## config.mk

```make
export PLATFORM = sky130hd
export DESIGN_NAME = rom_image_header_check
export DESIGN_NICKNAME = d
export VERILOG_FILES = /design/src/sv/rihc_pkg.sv /design/src/sv/rihc_stream.sv /design/src/sv/rihc_verdict.sv /design/src/sv/rom_image_header_check.sv
export SDC_FILE = /design/constraint.sdc
export NUM_CORES = 1
export LEC_CHECK = 0
export ABC_CLOCK_PERIOD_IN_PS = 4100
export BUFFER_PORTS_ARGS = -buffer_cell sky130_fd_sc_hd__buf_2
export CORE_ASPECT_RATIO = 0.8
export CORE_MARGIN = 4
export CORE_UTILIZATION = 30
export DETAILED_ROUTE_END_ITERATION = 7
export PLACE_DENSITY = 0.57
export SETUP_SLACK_MARGIN = 0.2
export SLEW_MARGIN = 10
export SYNTH_ARGS = -nofsm -noshare
export SYNTH_HDL_FRONTEND = slang
export SYNTH_HIERARCHICAL = 1
export SYNTH_SLANG_ARGS = --single-unit
```

## constraint.sdc

```tcl
create_clock -name clk_i -period 4.1 [get_ports clk_i]
set_input_delay 0.82 -clock clk_i [delete_from_list [all_inputs] [get_ports clk_i]]
set_output_delay 0.82 -clock clk_i [all_outputs]
set_load 0.01 [all_outputs]
```

## src/sv/rihc_pkg.sv

```systemverilog
// ----------------------------------------------------------------------------
// rihc_pkg
// Shared types and constants of the cartridge image header checker: CRC-32
// constants, header layout, verdict codes and configuration register indexes.
// ----------------------------------------------------------------------------
package rihc_pkg;

  // reflected crc-32
  localparam logic [31:0] CRC_POLY   = 32'hedb8_8320;
  localparam logic [31:0] CRC_PRESET = 32'hffff_ffff;

  // header bytes kept from the start of the image
  localparam int unsigned HDR_KEPT  = 10;
  localparam int unsigned HDR_IDX_W = 4;
  localparam int unsigned MIN_IMAGE = 16;

  // magic word at the head of the image
  localparam logic [7:0] MAGIC_0 = 8'h4e;
  localparam logic [7:0] MAGIC_1 = 8'h45;
  localparam logic [7:0] MAGIC_2 = 8'h53;
  localparam logic [7:0] MAGIC_3 = 8'h1a;

  // size fields
  localparam int unsigned PRG_W        = 26;
  localparam int unsigned CHR_W        = 25;
  localparam int unsigned NEED_W       = 27;
  localparam logic [PRG_W-1:0] NEEDED_PRG    = 26'd32768;
  localparam logic [NEED_W-1:0] TRAINER_BYTES = 27'd512;
  localparam logic [NEED_W-1:0] HEADER_BYTES  = 27'd16;

  // configuration register indexes
  localparam int unsigned CFG_IDX_W = 8;
  localparam logic [CFG_IDX_W-1:0] REG_EXPECTED_CRC    = 8'd0;
  localparam logic [CFG_IDX_W-1:0] REG_REQUIRED_MAPPER = 8'd1;

  // register reset values
  localparam logic [31:0] EXPECTED_CRC_RST    = 32'hd16e_a396;
  localparam logic [11:0] REQUIRED_MAPPER_RST = 12'd1;

  typedef enum logic [2:0] {
    ST_OK          = 3'd0,
    ST_TOO_SMALL   = 3'd1,
    ST_BAD_MAGIC   = 3'd2,
    ST_OVERRUN     = 3'd3,
    ST_UNSUPPORTED = 3'd4
  } status_e;

  typedef logic [HDR_KEPT-1:0][7:0] header_t;

  // end-of-image snapshot handed to the verdict stage
  typedef struct packed {
    logic [31:0] crc;
    header_t     header;
  } snap_t;

  // verdict word, length travels beside it
  typedef struct packed {
    status_e          status;
    logic             format_two;
    logic [11:0]      mapper_number;
    logic             has_trainer;
    logic [PRG_W-1:0] program_bytes;
    logic [CHR_W-1:0] pattern_bytes;
    logic [31:0]      image_crc;
    logic             crc_matches;
  } result_t;

  // one byte of the reflected crc, bit steps unrolled
  function automatic logic [31:0] crc_byte(input logic [31:0] crc_in, input logic [7:0] b);
    logic [31:0] c;
    c = crc_in ^ {24'd0, b};
    for (int k = 0; k < 8; k++) begin
      c = (c >> 1) ^ (c[0] ? CRC_POLY : 32'd0);
    end
    return c;
  endfunction

endpackage

```

## src/sv/rihc_stream.sv

```systemverilog
// ----------------------------------------------------------------------------
// rihc_stream
// Per-byte stream state: running CRC, saturating byte count and header bytes.
// On the last byte it loads a snapshot register for the verdict stage.
// ----------------------------------------------------------------------------
module rihc_stream import rihc_pkg::*; #(
  parameter int unsigned LENGTH_BITS = 27
) (
  input  logic                   clk_i,
  input  logic                   rst_ni,
  input  logic                   in_valid_i,
  output logic                   in_ready_o,
  input  logic [7:0]             image_byte_i,
  input  logic                   is_last_i,
  output logic                   snap_valid_o,
  input  logic                   snap_ready_i,
  output snap_t                  snap_o,
  output logic [LENGTH_BITS-1:0] snap_len_o
);

  logic [31:0]            crc_q, crc_d;
  logic [LENGTH_BITS-1:0] count_q, count_d;
  header_t                header_q, header_d;
  logic                   snap_valid_q;
  snap_t                  snap_q;
  logic [LENGTH_BITS-1:0] snap_len_q;
  logic                   accept;

  assign in_ready_o = !snap_valid_q || snap_ready_i;
  assign accept     = in_valid_i && in_ready_o;

  // next stream values for the incoming word
  always_comb begin
    crc_d    = crc_byte(crc_q, image_byte_i);
    count_d  = (count_q == '1) ? count_q : count_q + LENGTH_BITS'(1);
    header_d = header_q;
    if (count_q < LENGTH_BITS'(HDR_KEPT)) begin
      header_d[count_q[HDR_IDX_W-1:0]] = image_byte_i;
    end
  end

  // crc and count, restarted after the last word
  always_ff @(posedge clk_i or negedge rst_ni) begin
    if (!rst_ni) begin
      crc_q   <= CRC_PRESET;
      count_q <= '0;
    end else if (accept) begin
      if (is_last_i) begin
        crc_q   <= CRC_PRESET;
        count_q <= '0;
      end else begin
        crc_q   <= crc_d;
        count_q <= count_d;
      end
    end
  end

  // snapshot handshake toward the verdict stage
  always_ff @(posedge clk_i or negedge rst_ni) begin
    if (!rst_ni) begin
      snap_valid_q <= 1'b0;
    end else if (accept && is_last_i) begin
      snap_valid_q <= 1'b1;
    end else if (snap_ready_i) begin
      snap_valid_q <= 1'b0;
    end
  end

  // header bytes and snapshot payload
  always_ff @(posedge clk_i) begin
    if (accept) begin
      header_q <= header_d;
    end
    if (accept && is_last_i) begin
      snap_q.crc    <= ~crc_d;
      snap_q.header <= header_d;
      snap_len_q    <= count_d;
    end
  end

  assign snap_valid_o = snap_valid_q;
  assign snap_o       = snap_q;
  assign snap_len_o   = snap_len_q;

endmodule

```

## src/sv/rihc_verdict.sv

```systemverilog
// ----------------------------------------------------------------------------
// rihc_verdict
// Decodes the header snapshot into the verdict and holds it in the result
// register until the consumer takes it.
// ----------------------------------------------------------------------------
module rihc_verdict import rihc_pkg::*; #(
  parameter int unsigned LENGTH_BITS = 27
) (
  input  logic                   clk_i,
  input  logic                   rst_ni,
  input  logic                   snap_valid_i,
  output logic                   snap_ready_o,
  input  snap_t                  snap_i,
  input  logic [LENGTH_BITS-1:0] snap_len_i,
  input  logic [31:0]            expected_crc_i,
  input  logic [11:0]            required_mapper_i,
  output logic                   out_valid_o,
  input  logic                   out_ready_i,
  output result_t                result_o,
  output logic [LENGTH_BITS-1:0] length_o
);

  logic                   out_valid_q;
  result_t                result_q, result_d;
  logic [LENGTH_BITS-1:0] length_q;
  header_t                h;
  logic                   too_small, magic_ok, fmt2, trainer;
  logic [11:0]            mapper, prg_units, chr_units;
  logic [PRG_W-1:0]       prg;
  logic [CHR_W-1:0]       chr;
  logic [NEED_W-1:0]      need;
  logic                   overrun, unsupported;

  assign h            = snap_i.header;
  assign snap_ready_o = !out_valid_q || out_ready_i;

  // header field decode
  always_comb begin
    too_small = snap_len_i < LENGTH_BITS'(MIN_IMAGE);
    magic_ok  = (h[0] == MAGIC_0) && (h[1] == MAGIC_1) &&
                (h[2] == MAGIC_2) && (h[3] == MAGIC_3);
    fmt2      = (h[7][3:2] == 2'b10);
    mapper    = {(fmt2 ? h[8][3:0] : 4'd0), h[7][7:4], h[6][7:4]};
    trainer   = h[6][2];
    // exponent size form keeps the plain byte count
    prg_units = (fmt2 && (h[9][3:0] != 4'hf)) ? {h[9][3:0], h[4]} : {4'd0, h[4]};
    chr_units = (fmt2 && (h[9][7:4] != 4'hf)) ? {h[9][7:4], h[5]} : {4'd0, h[5]};
    prg       = {prg_units, 14'd0};
    chr       = {chr_units, 13'd0};
    need      = HEADER_BYTES + (trainer ? TRAINER_BYTES : '0) +
                NEED_W'(prg) + NEED_W'(chr);
    overrun   = 33'(need) > 33'(snap_len_i);
    unsupported = (mapper != required_mapper_i) || (prg != NEEDED_PRG) ||
                  (chr_units == 12'd0);
  end

  // verdict selection
  always_comb begin
    result_d               = '0;
    result_d.image_crc     = snap_i.crc;
    result_d.crc_matches   = (snap_i.crc == expected_crc_i);
    priority if (too_small) begin
      result_d.status = ST_TOO_SMALL;
    end else if (!magic_ok) begin
      result_d.status = ST_BAD_MAGIC;
    end else begin
      result_d.format_two    = fmt2;
      result_d.mapper_number = mapper;
      result_d.has_trainer   = trainer;
      result_d.program_bytes = prg;
      result_d.pattern_bytes = chr;
      if (overrun) begin
        result_d.status = ST_OVERRUN;
      end else if (unsupported) begin
        result_d.status = ST_UNSUPPORTED;
      end else begin
        result_d.status = ST_OK;
      end
    end
  end

  // result register valid
  always_ff @(posedge clk_i or negedge rst_ni) begin
    if (!rst_ni) begin
      out_valid_q <= 1'b0;
    end else if (snap_ready_o) begin
      out_valid_q <= snap_valid_i;
    end
  end

  // result register payload
  always_ff @(posedge clk_i) begin
    if (snap_valid_i && snap_ready_o) begin
      result_q <= result_d;
      length_q <= snap_len_i;
    end
  end

  assign out_valid_o = out_valid_q;
  assign result_o    = result_q;
  assign length_o    = length_q;

endmodule

```

## src/sv/rom_image_header_check.sv

```systemverilog
// ----------------------------------------------------------------------------
// rom_image_header_check
// Streaming check of a cartridge image: CRC-32, header decode and verdict.
// ----------------------------------------------------------------------------
// Bytes of the image enter one word per cycle in file order, with is_last_i on
// the final byte. The CRC step, header capture and byte count each finish in
// the cycle of acceptance, so a new word is taken every cycle. The exception is
// when the snapshot register and the result register both hold verdicts that
// the consumer has not yet taken; input then waits until out_ready_i frees one.
// Only the last byte of an image yields a result word. That word passes through
// the snapshot register, then the result register, before it is valid on the
// output, and the next image may stream in meanwhile.
// The running CRC-32 and count restart after every last byte. The byte count
// saturates at LENGTH_BITS ones and the size check uses the saturated value.
// Registers: index 0 expected CRC, index 1 required mapper; other indexes are
// ignored. Write them while idle.
// ----------------------------------------------------------------------------
module rom_image_header_check import rihc_pkg::*; #(
  parameter int unsigned LENGTH_BITS = 27
) (
  input  logic                   clk_i,
  input  logic                   rst_ni,
  // image byte channel
  input  logic                   in_valid_i,
  output logic                   in_ready_o,
  input  logic [7:0]             image_byte_i,
  input  logic                   is_last_i,
  // verdict channel
  output logic                   out_valid_o,
  input  logic                   out_ready_i,
  output logic [2:0]             status_o,
  output logic                   format_two_o,
  output logic [11:0]            mapper_number_o,
  output logic                   has_trainer_o,
  output logic [PRG_W-1:0]       program_bytes_o,
  output logic [CHR_W-1:0]       pattern_bytes_o,
  output logic [31:0]            image_crc_o,
  output logic                   crc_matches_o,
  output logic [LENGTH_BITS-1:0] image_length_o,
  // configuration write channel
  input  logic                   cfg_valid_i,
  output logic                   cfg_ready_o,
  input  logic [CFG_IDX_W-1:0]   cfg_index_i,
  input  logic [31:0]            cfg_data_i
);

  logic [31:0]            expected_crc_q;
  logic [11:0]            required_mapper_q;
  logic                   snap_valid, snap_ready;
  snap_t                  snap;
  logic [LENGTH_BITS-1:0] snap_len;
  result_t                result;

  // configuration registers
  assign cfg_ready_o = 1'b1;

  always_ff @(posedge clk_i or negedge rst_ni) begin
    if (!rst_ni) begin
      expected_crc_q    <= EXPECTED_CRC_RST;
      required_mapper_q <= REQUIRED_MAPPER_RST;
    end else if (cfg_valid_i && cfg_ready_o) begin
      if (cfg_index_i == REG_EXPECTED_CRC) begin
        expected_crc_q <= cfg_data_i;
      end else if (cfg_index_i == REG_REQUIRED_MAPPER) begin
        required_mapper_q <= cfg_data_i[11:0];
      end
    end
  end

  // byte stream state and snapshot
  rihc_stream #(
    .LENGTH_BITS (LENGTH_BITS)
  ) u_stream (
    .clk_i        (clk_i),
    .rst_ni       (rst_ni),
    .in_valid_i   (in_valid_i),
    .in_ready_o   (in_ready_o),
    .image_byte_i (image_byte_i),
    .is_last_i    (is_last_i),
    .snap_valid_o (snap_valid),
    .snap_ready_i (snap_ready),
    .snap_o       (snap),
    .snap_len_o   (snap_len)
  );

  // header decode and result register
  rihc_verdict #(
    .LENGTH_BITS (LENGTH_BITS)
  ) u_verdict (
    .clk_i             (clk_i),
    .rst_ni            (rst_ni),
    .snap_valid_i      (snap_valid),
    .snap_ready_o      (snap_ready),
    .snap_i            (snap),
    .snap_len_i        (snap_len),
    .expected_crc_i    (expected_crc_q),
    .required_mapper_i (required_mapper_q),
    .out_valid_o       (out_valid_o),
    .out_ready_i       (out_ready_i),
    .result_o          (result),
    .length_o          (image_length_o)
  );

  assign status_o        = result.status;
  assign format_two_o    = result.format_two;
  assign mapper_number_o = result.mapper_number;
  assign has_trainer_o   = result.has_trainer;
  assign program_bytes_o = result.program_bytes;
  assign pattern_bytes_o = result.pattern_bytes;
  assign image_crc_o     = result.image_crc;
  assign crc_matches_o   = result.crc_matches;

  // a last word always leaves a snapshot behind
  assert property (@(posedge clk_i) disable iff (!rst_ni)
    in_valid_i && in_ready_o && is_last_i |=> snap_valid)
    else $error("last word did not load the snapshot");

  // an accepted image declares the required mapper
  assert property (@(posedge clk_i) disable iff (!rst_ni)
    out_valid_o && (status_o == ST_OK) |-> mapper_number_o == required_mapper_q)
    else $error("ok verdict with a foreign mapper");

  // rejected before decode means no header fields
  assert property (@(posedge clk_i) disable iff (!rst_ni)
    out_valid_o && ((status_o == ST_TOO_SMALL) || (status_o == ST_BAD_MAGIC)) |->
      (program_bytes_o == '0) && (pattern_bytes_o == '0) && (mapper_number_o == '0))
    else $error("header fields reported for an undecoded image");

  // too small only for images under sixteen bytes
  assert property (@(posedge clk_i) disable iff (!rst_ni)
    out_valid_o && (status_o == ST_TOO_SMALL) |->
      image_length_o < LENGTH_BITS'(MIN_IMAGE))
    else $error("too small verdict for a full-size image");

endmodule
```

==> Word-level counts from Yosys, hierarchy flattened <==
Cells that the tools add are included.
{ "op_classes": {"reduce_logical": 22, "order_cmp": 5, "n_eq_ne": 12, "add_sub_neg": 4, "mux": 24, "bitwise_logic": 12} }
{ "op_table": {"columns": ["cell", "n"], "rows": [
  ["$mux W32", 9],
  ["$xor A31 B32 Y32", 8],
  ["$bwmux W80", 1],
  ["$mux W80", 1],
  ["$mux W27", 2],
  ["$demux W8 S4", 1],
  ["$eq A32 B32 Y1", 1],
  ["$not A32 Y32", 1],
  ["$xor A32 B8 Y32", 1],
  ["$add A27 B1 Y27 const B", 1],
  ["$add A27 B25 Y27", 1],
  ["$add A27 B26 Y27", 1],
  ["$add A5 B27 Y27 const A", 1],
  ["$eq A27 B27 Y1 const B", 1],
  ["$gt A27 B27 Y1", 1],
  ["$lt A27 B4 Y1 const B", 1],
  ["$lt A27 B5 Y1 const B", 1],
  ["$eq A8 B7 Y1 const B", 3],
  ["$mux W12", 2],
  ["$logic_not A12 Y1", 1],
  ["$ne A12 B12 Y1", 1],
  ["$ne A12 B2 Y1 const B", 1],
  ["$mux W10", 1],
  ["$logic_and A1 B1 Y1", 9],
  ["20 further kinds", 28]
]} }
{ "totals": {"regBits": 448, "out_inout_bits": 131, "wordCells": 119, "in_bits": 54} }

==> Longest topological paths before layout <==
Gate-level depths: netlist of the first run.
{ "depth": {"ltp_word": 18, "mapped_depth": 17, "mapped_depth_nobuf": 15} }

==> Cells and area by module <==
Netlist of the first run, hierarchy kept.
{ "modules_own_cells": {"columns": ["mod", "area_per_inst_um2", "cells_per_inst", "seq_area_each_um2", "n_inst"], "rows": [
  ["rihc_stream", 11736.3, 760, 8117.8, 1],
  ["rihc_verdict", 5395.2, 436, 3057.9, 1],
  ["rom_image_header_check", 1747.9, 99, 1123.6, 1]
]} }

==> Worst setup path before layout of the first run <==
Ideal clock, no wire load.
{ "synth_path": {"path_type": "input-to-reg", "startpoint": "input port out_ready_i", "endpoint": "register u_stream.snap_len_q[0] (netlist: u_stream/snap_len_o[0]), enable pin", "setup_time_ps": 492, "setup_slack_ps": -585, "required_time_ps": 3608, "arrival_time_ps": 4193, "path_stages": 6, "path_buffers": 0, "path_cell_list": "nand2b_1 > nand2b_1 > nand2_1 > inv_2 > nand2_1 > inv_1"} }
{ "synth_via": {"elab_chain_cells": 4} }
{ "synth_rtl": {"columns": ["element", "line_no", "text"], "rows": [
  ["start: declaration", "rom_image_header_check.sv:30", "input logic out_ready_i,"],
  ["$logic_or A1 B1 Y1", "rihc_verdict.sv:35", "assign snap_ready_o = !out_valid_q || out_ready_i;"],
  ["$logic_or A1 B1 Y1", "rihc_stream.sv:29", "assign in_ready_o = !snap_valid_q || snap_ready_i;"],
  ["via in_ready_o", "rom_image_header_check.sv:25", "output logic in_ready_o,"],
  ["$logic_and A1 B1 Y1", "rihc_stream.sv:30", "assign accept = in_valid_i && in_ready_o;"],
  ["$logic_and A1 B1 Y1", "rihc_stream.sv:74", "if (accept && is_last_i) begin"],
  ["end signal: assignment", "rihc_stream.sv:77", "snap_len_q <= count_d;"],
  ["end: declaration", "rihc_stream.sv:26", "logic [LENGTH_BITS-1:0] snap_len_q;"]
]} }
The timed path passes the listed nets, and every way through them passes these cells.
A chain may end at the register's enable or synchronous reset.

==> Worst setup path in the final report of the first run <==
{ "layout_path": {"startpoint": "register u_stream.snap_q, in the netlist u_stream/snap_o[58]", "endpoint": "register u_verdict.result_q, in the netlist u_verdict/result_o[99] (data pin)"} }
{ "layout_via": {"elab_cells_between_ends": 10, "classes_between": "add/sub (2); order compare (1); eq/ne (1); mux (4); reduce/logical (2)"} }
{ "layout_lines": {"columns": ["element", "line_no", "text"], "rows": [
  ["start: declaration", "rihc_stream.sv:25", "snap_t snap_q;"],
  ["$eq A2 B2 Y1", "rihc_verdict.sv:42", "fmt2 = (h[7][3:2] == 2'b10);"],
  ["$logic_and A1 B1 Y1", "rihc_verdict.sv:47", "chr_units = (fmt2 && (h[9][7:4] != 4'hf)) ? {h[9][7:4], h[5]} : {4'd0, h[5]};"],
  ["$mux W12", "rihc_verdict.sv:47", null],
  ["via u_verdict.chr_units[10]", "rihc_verdict.sv:28", "logic [11:0] mapper, prg_units, chr_units;"],
  ["$add A27 B25 Y27", "rihc_verdict.sv:51", "NEED_W'(prg) + NEED_W'(chr);"],
  ["$gt A27 B27 Y1", "rihc_verdict.sv:52", "overrun = 33'(need) > 33'(snap_len_i);"],
  ["$mux W2", "rihc_verdict.sv:72", "if (overrun) begin"],
  ["$mux W2", "rihc_verdict.sv:64", "end else if (!magic_ok) begin"],
  ["end signal: assignment", "rihc_verdict.sv:94", "result_q <= result_d;"],
  ["end: declaration", "rihc_verdict.sv:24", "result_t result_q, result_d;"]
]} }
The timed path passes the listed nets, and every way through them passes these cells.

==> metrics, run 1 <==
result of the run=finished clean; highest achievable clock rate=0.270 GHz; final hold violation count=0; first-pass GRT wire length=approximately 70,000 um; Setup WS post-layout=0.398 ns; area of all placed cells without fillers=roughly 0.021 mm2; total negative slack=0 ns; proportion of layout cells with a drive suffix above 1=0.305; required time of the worst setup path=approximately 4.4 ns; DRT Wirelength=roughly 47,000 um; worst hold path class=input pin to async pin; worst reg2reg path depth=15; total via count in the routed design=approximately 11,000; Worst R2R Setup Slack=~0.4 ns; RSZ-0062 raised after global routing=no; critical path data arrival time=4.02 ns; Die H=229 um; CTS tree=built; Root Buffer Master=sky130_fd_sc_hd__clkbuf_16; number of slew-limit violations in the final report=0; antenna violations before repair=0; H-tree levels=2; leakage power=0.00827 uW; Worst-path clk slew=0.06 ns; quantity of hold-fixing buffers added after cts=0; remaining antenna violation count after routing=0; DP Wirelength=approximately 32,000 um; total congestion overflow after global routing=0; Least-Margin Pin Slew=a little under 0.9 ns; average size of a mapped cell=14.4 um2; setup clock skew after layout=0.0374 ns; type of the worst setup path=register to register; beginning of the worst register-to-register path=u_stream/snap_o[58]; number of nets at the end of the flow=around 1,500; final-report setup violation count=0; Routed wire per std cell=roughly 21 um; Placeable Area=between 0.05 and 0.06 mm2; Die X-Extent=284 um; number of buffers created by CTS=between 40 and 50; endpoint kind of the worst setup timing path=register; Synth-to-Final Area Change=16.8%; area of the die=roughly 0.065 mm2; 1st-pass router iterations=7; Placement Setup Slack=roughly 0.47 ns; floorplan row count=80; synthesized instance count=roughly 1,300; Syn Std Cell Area=0.0182 mm2; biggest fanout along the worst timing path=14; Relative slew margins=0.409; final critical path time including I/O delays and setup=between 3 and 4 ns; endpoint of the worst register-to-register path=u_verdict/result_o[99]; worst vdd ir=around 0.00037 V; fillers=roughly 5,700; weighted congestion at the end of routability-driven global placement=between 0.8 and 0.9; share of the clock period used by the worst path=0.903; kind of start point of the critical path=register; DRC marker count from the first detailed-route iteration=~930; average via count per standard cell=about 4.9; # Max-Cap Violations=0; number of input and output port buffers inserted=roughly 160; initial core utilization=0.305; number of global-route vias before repair=roughly 11,000; later-pin clock latency in the skew report=roughly 0.6 ns; global-route usage over all layers=0.139; Yosys warning count=6; top-level port count=roughly 190; power density relative to cell area=592 mW/mm2; clk sinks=407; pin count of the biggest net entering global routing=124; Bufs on Longest Clock Path=3; multi-input gate area in the final layout=between 0.005 and 0.006 mm2; DRC viols=0; sequential standard cell area=0.0118 mm2; total cell area at the placement stage=0.0198 mm2
==> layout make-up <==
| cell class | instances | share of cell area |
|---|---|---|
| flip-flops and latches | 407 | 0.552 |
| multi-input cells | 759 | 0.276 |
| clock buffers | 46 | 0.0525 |
| repair buffers | 177 | 0.0465 |
| well taps | 779 | 0.0458 |
| clock inverters | 33 | 0.0190 |
| inverters | 41 | 0.00752 |
| diodes | 1 | 0.000118 |
==> critical path, cell delays in order, from the launching register on <==
cell                       delay, ns
sky130_fd_sc_hd__edfxtp_1       0.36
sky130_fd_sc_hd__nor2b_1        0.16
sky130_fd_sc_hd__buf_4          0.20
sky130_fd_sc_hd__nand3_1        0.16
sky130_fd_sc_hd__inv_1          0.09
sky130_fd_sc_hd__ha_1           0.30
sky130_fd_sc_hd__inv_1          0.15
sky130_fd_sc_hd__o21ai_0        0.12
sky130_fd_sc_hd__or3_1          0.32
sky130_fd_sc_hd__mux2_2         0.27
sky130_fd_sc_hd__o311ai_1       0.13
sky130_fd_sc_hd__ha_1           0.25
sky130_fd_sc_hd__nand4_1        0.12
sky130_fd_sc_hd__or3_1          0.37
sky130_fd_sc_hd__o31ai_1        0.29
sky130_fd_sc_hd__a31oi_1        0.14
==> sequential cells by signal (all words and copies together), names as in the netlist, 12 cells and up <==
signal	cells
expected_crc_q	32
required_mapper_q	12
u_stream/count_q	27
u_stream/crc_q	32
u_stream/header_q	71
u_stream/snap_len_o	27
u_stream/snap_o	103
u_verdict/length_o	27
u_verdict/result_o	74
==> report_power, final <==
part / switching [uW] / internal, uW / total (uW)
clock: 1720 / 2450 / 4170
sequential: 378 / 5390 / 5770
combinational: 1590 / 1080 / 2670
==> layer usage <==
metal,up-vias,GRT usage,routed length (um)
met1,5592,0.209,22800
met4,0,0.0298,759
met3,64,0.0320,2770
met2,322,0.205,20200
li1,4970,-,-
met5,-,0,0
==> metrics by stage <==
stage,hold WS (ns),cells,power [uW],util
after floorplan,0.418,1294,7560,-
after global placement,0.440,2162,8470,0.330
after detailed placement,0.456,2162,8510,0.330
after CTS,0.308,2241,12700,0.355
after global routing,0.336,2242,13200,0.356
final,0.287,2243,12600,0.356
==> worst max-delay path by stage <==
stage / start / to / cells after the start / slack [ns]
floorplan: out_ready_i / u_stream/snap_len_o[0] / 6 / 0.23
global placement: u_stream/snap_o[59] / u_verdict/result_o[98] / 14 / 0.58
detailed placement: u_stream/snap_o[58] / u_verdict/result_o[98] / 15 / 0.47
CTS: u_stream/snap_o[58] / u_verdict/result_o[98] / 15 / 0.42
global route: u_stream/snap_o[58] / u_verdict/result_o[98] / 15 / 0.26
finish: u_stream/snap_o[58] / u_verdict/result_o[99] / 15 / 0.40
==> placed cells by master, fill, tap and decap left out, drive strengths merged, types with 22 or more instances in the layout <==
cell type	n
edfxtp	302
buf	177
mux2	117
xor2	74
xnor2	63
nor2	59
dfrtp	55
a21oi	52
dfstp	50
clkbuf	46
inv	43
and2	41
nand2	37
nor4	37
ha	30
conb	28
o21ai	24
and3	22
nand4	22
==> repair_timing <==
action	4_1_cts	5_1_grt
setup endpoints to repair	0	1
setup buffers	0	1
gates resized for setup	0	3
endpoints found under the hold margin	0	0
Note: power is estimated with default switching activity, not from simulation.
==> inputs of run 2 (changes only) <==
- CORE_ASPECT_RATIO: 0.8 -> 0.6
- CORE_UTILIZATION: 30 -> 25
- PLACE_DENSITY: 0.57 -> 0.51
==> run 2 against run 1 <==
Net effect: clock power shrank 5%; worst setup slack lost 0.029 ns; non-clock buffer count grew 2; total power shrank 1.6%; critical endpoint is now u_verdict/result_o[98].
==> metrics, run 2 (synthesis results as in run 1) <==
DP Wirelength=35,300 um (was 32,500 um); DRC marker count from the first detailed-route iteration=830 (was 932); 1st-pass router iterations=5 (was 7); fillers=7,254 (was 5,729); Worst-path clk slew=0.06 ns (about the same); number of slew-limit violations in the final report=0 (unchanged); first-pass GRT wire length=72,600 um (was 69,200 um); final-report setup violation count=0 (unchanged); initial core utilization=0.253 (was 0.305); type of the worst setup path=register to register (unchanged); biggest fanout along the worst timing path=14 (unchanged); clk sinks=407 (unchanged); Root Buffer Master=sky130_fd_sc_hd__clkbuf_16 (unchanged); leakage power=0.00824 uW (was 0.00827 uW); worst vdd ir=0.000338 V (was 0.000366 V); H-tree levels=2 (unchanged); power density relative to cell area=578 mW/mm2 (was 592 mW/mm2); DRT Wirelength=49,500 um (was 46,600 um); most common cell after layout, fill and taps aside=sky130_fd_sc_hd__edfxtp_1 (unchanged); setup clock skew after layout=0.0267 ns (was 0.0374 ns); Die H=217 um (was 229 um); number of input and output port buffers inserted=156 (unchanged); Bufs on Longest Clock Path=3 (unchanged); most frequent cells in the layout=sky130_fd_sc_hd__edfxtp_1 (302), sky130_fd_sc_hd__buf_2 (155), sky130_fd_sc_hd__mux2_2 (105) (unchanged); worst hold path class=input pin to async pin (unchanged); number of buffers created by CTS=42 (was 43); global-route usage over all layers=0.124 (was 0.139); Worst R2R Setup Slack=0.37 ns (was 0.40 ns); number of flip-flops under the largest register name=103 (unchanged); average via count per standard cell=4.50 (was 4.88); total negative slack=0 ns (unchanged); endpoint kind of the worst setup timing path=register (unchanged); Relative slew margins=0.348 (was 0.409); number of nets at the end of the flow=1,515 (was 1,514); # Max-Cap Violations=0 (unchanged); RSZ-0062 raised after global routing=no (unchanged); highest achievable clock rate=0.268 GHz (was 0.270 GHz); final hold violation count=0 (unchanged); CTS tree=built (unchanged); critical path data arrival time=4.02 ns (about the same); share of the clock period used by the worst path=0.910 (was 0.903); area of the die=0.0775 mm2 (was 0.0648 mm2); setup bufs post-CTS=0 (unchanged); sequential standard cell area=0.0118 mm2 (unchanged); pin count of the biggest net entering global routing=74 (was 124); remaining antenna violation count after routing=0 (unchanged); weighted congestion at the end of routability-driven global placement=0.852 (was 0.856); Routed wire per std cell=20.3 um (was 20.8 um); antenna violations before repair=2 (was 0); Die X-Extent=357 um (was 284 um); number of global-route vias before repair=10,800 (was 10,900); floorplan row count=76 (was 80); DRC viols=0 (unchanged); final cell utilization of the core=0.298 (was 0.356); result of the run=finished clean (unchanged); total congestion overflow after global routing=0 (unchanged); total via count in the routed design=11,000 (was 10,900); multi-input gate area in the final layout=0.00589 mm2 (was 0.00588 mm2); kind of start point of the critical path=register (unchanged); Synth-to-Final Area Change=17.6% (was 16.8%); later-pin clock latency in the skew report=0.57 ns (was 0.60 ns); final critical path time including I/O delays and setup=3.73 ns (was 3.70 ns); required time of the worst setup path=4.39 ns (was 4.41 ns); top-level port count=185 (unchanged); Least-Margin Pin Slew=0.978 ns (was 0.879 ns); proportion of layout cells with a drive suffix above 1=0.303 (was 0.305); Placeable Area=0.0720 mm2 (was 0.0599 mm2)
-- run 2: path summary, 6_finish.rpt --
path,startpoint,endpoint,cells past startpoint
max reg2reg,u_stream/snap_o[59],u_verdict/result_o[98],14
min reg2reg,u_stream/snap_len_o[1],u_verdict/length_o[1],0
max,u_stream/snap_o[59],u_verdict/result_o[98],14
max in group asynchronous,rst_ni,u_stream/crc_q[5],2
min,rst_ni,expected_crc_q[14],1
min in group clk_i,u_stream/snap_len_o[1],u_verdict/length_o[1],0
-- run 2: worst max-delay path, stage by stage, from the launching register on --
cell and delay [ns]:
sky130_fd_sc_hd__edfxtp_1 0.37, sky130_fd_sc_hd__nor2b_2 0.18, sky130_fd_sc_hd__buf_4 0.17, sky130_fd_sc_hd__and3_1 0.18, sky130_fd_sc_hd__ha_1 0.42, sky130_fd_sc_hd__a21oi_1 0.18, sky130_fd_sc_hd__o21ai_0 0.12, sky130_fd_sc_hd__or3_1 0.31
sky130_fd_sc_hd__mux2_2 0.26, sky130_fd_sc_hd__o311ai_0 0.11, sky130_fd_sc_hd__ha_1 0.32, sky130_fd_sc_hd__a21o_1 0.17, sky130_fd_sc_hd__a221o_1 0.38, sky130_fd_sc_hd__a31oi_1 0.19, sky130_fd_sc_hd__o31ai_1 0.10
-- run 2: timing repair --
item                                   in CTS  in global routing
hold buffers                                0                  0
setup endpoints to repair                   0                  2
endpoints found under the hold margin       0                  0
gates resized for setup                     0                  2
-- run 2: layout make-up --
cell class | count | share of cell area
Antenna cell | 1 | 0.000117
Clock inverter | 23 | 0.0131
Tap cell | 975 | 0.0569
Timing Repair Buffer | 179 | 0.0469
Sequential cell | 407 | 0.548
Clock buffer | 54 | 0.0530
Multi-Input combinational cell | 759 | 0.275
Inverter | 41 | 0.00747
-- run 2: layer usage --
| metal | share of wire | vias to the layer above | track usage |
|---|---|---|---|
| met5 | 0.00026 | - | 0 |
| met4 | 0.017 | 2 | 0.0255 |
| met3 | 0.071 | 59 | 0.0303 |
| met2 | 0.39 | 355 | 0.168 |
| met1 | 0.52 | 5575 | 0.197 |
| li1 | - | 4990 | - |
-- run 2: where the power goes --
group / switching [uW] / internal (uW) / leakage, uW
Sequential: 391 / 5390 / 0.00415
Clock: 1680 / 2300 / 0.000695
Combinational: 1580 / 1070 / 0.00340
-- run 2: per-stage QoR --
step           instance area (um2)  total power [uW]  instances  hold slack (ns)  worst slack, ns
2_1_floorplan                18300              7560       1294            0.418            0.234
3_3_place_gp                 20000              8460       2361            0.452            0.550
3_5_place_dp                 20000              8500       2361            0.448            0.479
4_1_cts                      21400             12600       2438            0.396            0.427
5_1_grt                      21500             13000       2438            0.412            0.204
6_report                     21500             12400       2439            0.351            0.369
